[config.mk]
export PLATFORM = sky130hd
export DESIGN_NAME = tun_root_step
export DESIGN_NICKNAME = d
export VERILOG_FILES = /design/src/hw/rtl/tun_pkg.sv /design/src/hw/rtl/tun_root_step.sv
export SDC_FILE = /design/constraint.sdc
export NUM_CORES = 2
export LEC_CHECK = 0
export BUFFER_PORTS_ARGS = -buffer_cell sky130_fd_sc_hd__buf_2
export CAP_MARGIN = 10
export CORE_AREA = 2 2 605 607
export DETAILED_ROUTE_END_ITERATION = 10
export DIE_AREA = 0 0 607 609
export GPL_ROUTABILITY_DRIVEN = 0
export GPL_TIMING_DRIVEN = 0
export PLACE_DENSITY = 0.37
export SLEW_MARGIN = 20
export SYNTH_ARGS = -nofsm -noshare
export SYNTH_HDL_FRONTEND = slang
export SYNTH_SLANG_ARGS = --single-unit
[constraint.sdc]
create_clock -name clk_i -period 0.9 [get_ports clk_i]
set_input_delay 0.045 -clock clk_i [delete_from_list [all_inputs] [get_ports clk_i]]
set_output_delay 0.045 -clock clk_i [all_outputs]
set_load 0.01 [all_outputs]
[src/hw/rtl/tun_pkg.sv]
// Package: shared constants for the triangle unit normal block.
package tun_pkg;

  localparam int unsigned COORD_WIDTH  = 16;
  localparam int unsigned NORMAL_WIDTH = 16;
  localparam int unsigned NUM_AXES     = 3;

endpackage

[src/hw/rtl/tun_root_step.sv]
// One bit of the rounded quotient c*2^(NW-1)/sqrt(S) for all three axes.
module tun_root_step #(
  parameter int unsigned CoordWidth  = tun_pkg::COORD_WIDTH,
  parameter int unsigned NormalWidth = tun_pkg::NORMAL_WIDTH,
  parameter int unsigned Bit         = 0
) (
  input  logic clk_i,
  input  logic rst_ni,
  input  logic en_i,
  input  logic valid_i,
  input  logic degen_i,
  input  logic [tun_pkg::NUM_AXES-1:0] neg_i,
  input  logic [4*CoordWidth+7:0] s_i,
  input  logic [tun_pkg::NUM_AXES-1:0][4*CoordWidth+2*NormalWidth+11:0] r_i,
  input  logic [tun_pkg::NUM_AXES-1:0][4*CoordWidth+2*NormalWidth+11:0] p_i,
  input  logic [tun_pkg::NUM_AXES-1:0][NormalWidth-1:0] q_i,
  output logic valid_o,
  output logic degen_o,
  output logic [tun_pkg::NUM_AXES-1:0] neg_o,
  output logic [4*CoordWidth+7:0] s_o,
  output logic [tun_pkg::NUM_AXES-1:0][4*CoordWidth+2*NormalWidth+11:0] r_o,
  output logic [tun_pkg::NUM_AXES-1:0][4*CoordWidth+2*NormalWidth+11:0] p_o,
  output logic [tun_pkg::NUM_AXES-1:0][NormalWidth-1:0] q_o
);
  localparam int unsigned SW = 4 * CoordWidth + 8;
  localparam int unsigned DW = SW + 2 * NormalWidth + 4;

  logic signed [DW-1:0] d    [tun_pkg::NUM_AXES];
  logic [tun_pkg::NUM_AXES-1:0][DW-1:0]          r_d, r_q, p_d, p_q;
  logic [tun_pkg::NUM_AXES-1:0][NormalWidth-1:0] q_d, q_q;
  logic [SW-1:0]                                 s_q;
  logic [tun_pkg::NUM_AXES-1:0]                  neg_q;
  logic                                          vld_q, degen_q;

  // (2q+2^(b+1)-1)^2*S = (2q-1)^2*S + 2^(b+2)*P + 2^(2b+2)*S
  always_comb begin
    for (int k = 0; k < tun_pkg::NUM_AXES; k++) begin
      d[k] = ($signed(p_i[k]) <<< (Bit + 2)) + $signed(DW'(s_i) << (2 * Bit + 2));
      r_d[k] = r_i[k];
      p_d[k] = p_i[k];
      q_d[k] = q_i[k];
      if (d[k] <= $signed(r_i[k])) begin
        r_d[k] = DW'($signed(r_i[k]) - d[k]);
        p_d[k] = p_i[k] + (DW'(s_i) << (Bit + 1));
        q_d[k] = q_i[k] | (NormalWidth'(1) << Bit);
      end
    end
  end

  always_ff @(posedge clk_i or negedge rst_ni) begin
    if (!rst_ni) begin
      vld_q <= 1'b0;
    end else if (en_i) begin
      vld_q <= valid_i;
    end
  end

  always_ff @(posedge clk_i) begin
    if (en_i) begin
      r_q     <= r_d;
      p_q     <= p_d;
      q_q     <= q_d;
      s_q     <= s_i;
      neg_q   <= neg_i;
      degen_q <= degen_i;
    end
  end

  assign valid_o = vld_q;
  assign degen_o = degen_q;
  assign neg_o   = neg_q;
  assign s_o     = s_q;
  assign r_o     = r_q;
  assign p_o     = p_q;
  assign q_o     = q_q;
endmodule

==> results_dict.tcl <==
set metrics [dict create \
    ys.flop_type "edfxtp_1" \
    synth_top_cell_area_share 0.304 \
    synth_compound_area_frac 0.248 \
    min_path_type "input pin to register" \
    fin_crit_ns 6.29 \
    ys_warn_count 0 \
    die_w_um 607 \
    wire_per_inst_um 29.1 \
    clk_pin_slew_ns 0.07 \
    syn_area_um2 76200 \
    finalHoldViolCount 129 \
    status "finished with violations" \
    hold-path-cell-count 1 \
    clock_path_buffers 4 \
    ys_seq_elements 773 \
    ir_drop_v 0.00196 \
    synth_top_family_by_area "compound AO/OA/AOI/OAI gates" \
    whs_ns -0.619 \
    synthCells 9156 \
    finalCritPeriodShare 6.99 \
    synthArstFlopShare 0.00129 \
    finalSetupViolCount 1869 \
    dp_hpwl_um 381000 \
    finalClockSkew_ns 0 \
    finalPower_mw 201 \
    cts_made_buffers 113 \
    cp_max_fo 11 \
    fp.dieH_um 609 \
    failed_checks "negative hold slack, negative setup slack" \
    grt_pass1_wl_um 662000 \
    synth_edf_count 772 \
    arrival_ns 6.89 \
    yosys.area_share.simple 0.172 \
    stdcell_count 16800 \
    synthAdderAreaFrac 0.125 \
    area_delta_synth_final_pct 43.7 \
    internal_power_mw 114 \
    endpoint_kind "register" \
    cts_tree "done" \
    path_class "input pin to register" \
    cpLargestDelayFamily "compound AO/OA/AOI/OAI gates" \
    remaining_drc_errors 0 \
    num-fill-cells 39300 \
    die_area_um2 370000 \
    swShare 0.432 \
    ios 1549 \
    p_seq_frac 0.256 \
    nNetsFinal 13300 \
    rr_endpoint "valid_o" \
    clk_latency_ns 0.90 \
    report.final.slew_viol_count 0 \
    rr_startpoint "valid_o" \
    vias_per_cell 5.05 \
    fmax_mhz 159 \
    synth_top_area_cell "edfxtp_1" \
    tightestPinTransition_ns 1.11 \
    wirelength_um 489000 \
    relSlewSlack 0.252 \
    placedCellCount 15500 \
    grt_antenna_before_repair 175 \
    first_iter_violations 6617 \
    path_depth 33 \
    p_leak_nw 44.6 \
    cp-startpoint "s_i[1]" \
    drtAntennaViolNets 0 \
    setup_ws_ns -5.39 \
    pwr-share-comb 0.498 \
    grt_overflow_total 0 \
    slowest_stage "a221o_2" \
    grt_use_total 0.253 \
    drive_gt1_frac 0.230 \
    r2r_slack_ns 0.14 \
    clkSinkCount 773 \
    pwr_density_cell_nw_per_um2 1840 \
    path_buf_inv 7 \
    drv_cap 0 \
    muxShareOfSynthArea 0.00882 \
    pwr-share-clk 0.246 \
    switchingPower_mw 86.8 \
    grt_pass1_vias 84600 \
    num_rows 222 \
    firstDrtPassIters 6 \
    start_util 0.209 \
    rsz0062_at_grt "true" \
    syn_area_per_cell_um2 8.32 \
    syn-num-nets 10700 \
    grt_max_degree 130 \
    cp.required_ns 1.49 \
    max_stage_delay_ns 0.43 \
    num_vias 84800 \
    cts.htree.levels 3 \
    post-place-ws_ns -9.64 \
    cts_root_buf "clkbuf_16" \
    start_kind "input pin" \
    synth_area_leaders "edfxtp_1, ha_1, a21oi_1" \
    port_buffers 1534 \
    synthXorXnorAreaFrac 0.106 \
    crit_end "p_o[233]" \
    design.core.area_um2 364000 \
    yosysSeqAreaShare 0.305 \
    rr_worst_depth 1 \
    ys_types 108 \
]
==> registers in the layout, indices dropped and copies added, names as in the netlist <==
register / flops
degen_o: 1
neg_o: 3
p_o: 324
q_o: 48
r_o: 324
s_o: 72
valid_o: 1
==> cell usage after synthesis, types with 89 or more instances <==
cell type  instances
o21bai_1         174
nand4_1          287
nor2_1           830
nor3_1           123
a31oi_1           89
a21o_1           414
clkbuf_1         365
edfxtp_1         772
nand2_1          937
ha_1             750
xnor2_1          530
inv_1            240
xor2_1           393
a21oi_1         1235
o21ai_0          698
nand3_1          213
==> stage by stage <==
stage / util / area (µm²) / setup TNS, ns
final: 0.301 / 110000 / -3993.22
after global routing: 0.301 / 109000 / -4185.00
after CTS: 0.296 / 108000 / -4051.92
after detailed placement: 0.249 / 90700 / -6392.09
after global placement: 0.249 / 90500 / -
after floorplan: - / 76800 / -3005.46
==> layer usage <==
| metal | global-route usage | wire [µm] |
|---|---|---|
| met4 | 0.164 | 35700 |
| met3 | 0.0464 | 30800 |
| met5 | 0 | 354 |
| met2 | 0.425 | 230000 |
| met1 | 0.294 | 192000 |
==> worst min-delay path by stage <==
| stage | start | end | slack (ns) |
|---|---|---|---|
| after global routing | p_i[108] | p_o[108] | -0.68 |
| after CTS | p_i[108] | p_o[108] | -0.70 |
| after detailed placement | rst_ni | valid_o | -0.18 |
| final | p_i[108] | p_o[108] | -0.62 |
| after global placement | rst_ni | valid_o | -0.18 |
| after floorplan | rst_ni | valid_o | -0.25 |
==> kinds of logic (layout without fill, tap and decap cells) <==
group / count (synthesis) / in the layout
fa+ha+maj: 759 / 759
flops: 773 / 773
mux: 60 / 60
buf+inv: 679 / 3413
compound gates: 3117 / 3117
simple gates: 2845 / 2845
xor+xnor: 923 / 923
other cells: 0 / 103
==> area by class of cell <==
| cell class | instances | area (µm²) | share of cell area |
|---|---|---|---|
| clock buffer | 126 | 2880 | 0.0263 |
| antenna | 103 | 258 | 0.00235 |
| multi-input combinational | 7704 | 53900 | 0.492 |
| clock inverter | 80 | 1020 | 0.00935 |
| sequential | 773 | 23200 | 0.212 |
| buffer | 367 | 2620 | 0.0239 |
| tap | 4816 | 6030 | 0.0550 |
| inverter | 240 | 905 | 0.00826 |
| timing repair buffer | 2600 | 18700 | 0.171 |
==> layout by cell type (no fill, tap or decap), types with 168 or more instances in the layout <==
cell	n
a21o_1	414
o21ai_0	632
nand2_1	927
clkbuf_1	224
nand4_1	287
nand3_1	205
xnor2_1	514
nor2_1	748
o21bai_1	168
ha_1	677
edfxtp_1	772
a21oi_1	1076
buf_4	179
buf_2	1489
dlygate4sd3_1	898
inv_1	236
xor2_1	383
==> power by group through the flow <==
stage / Clock [mW] / Sequential [mW] / Combinational, mW
4_1_cts: 51.2 / 51.5 / 97.4
2_1_floorplan: 0 / 53.9 / 48.3
3_3_place_gp: 0 / 51.5 / 86.0
3_5_place_dp: 0 / 52.1 / 87.5
6_report: 49.5 / 51.4 / 100
5_1_grt: 52.1 / 51.8 / 107
==> repair_timing <==
action / CTS / global route
hold buffers: 894 / 4
buffers inserted: 99 / 52
pin swaps: 95 / 102
resized for setup: 762 / 331
gates cloned: 8 / 2
setup endpoints to repair: 1869 / 1869
hold endpoints to repair: 887 / 138
(Power assumes the default switching activity.)
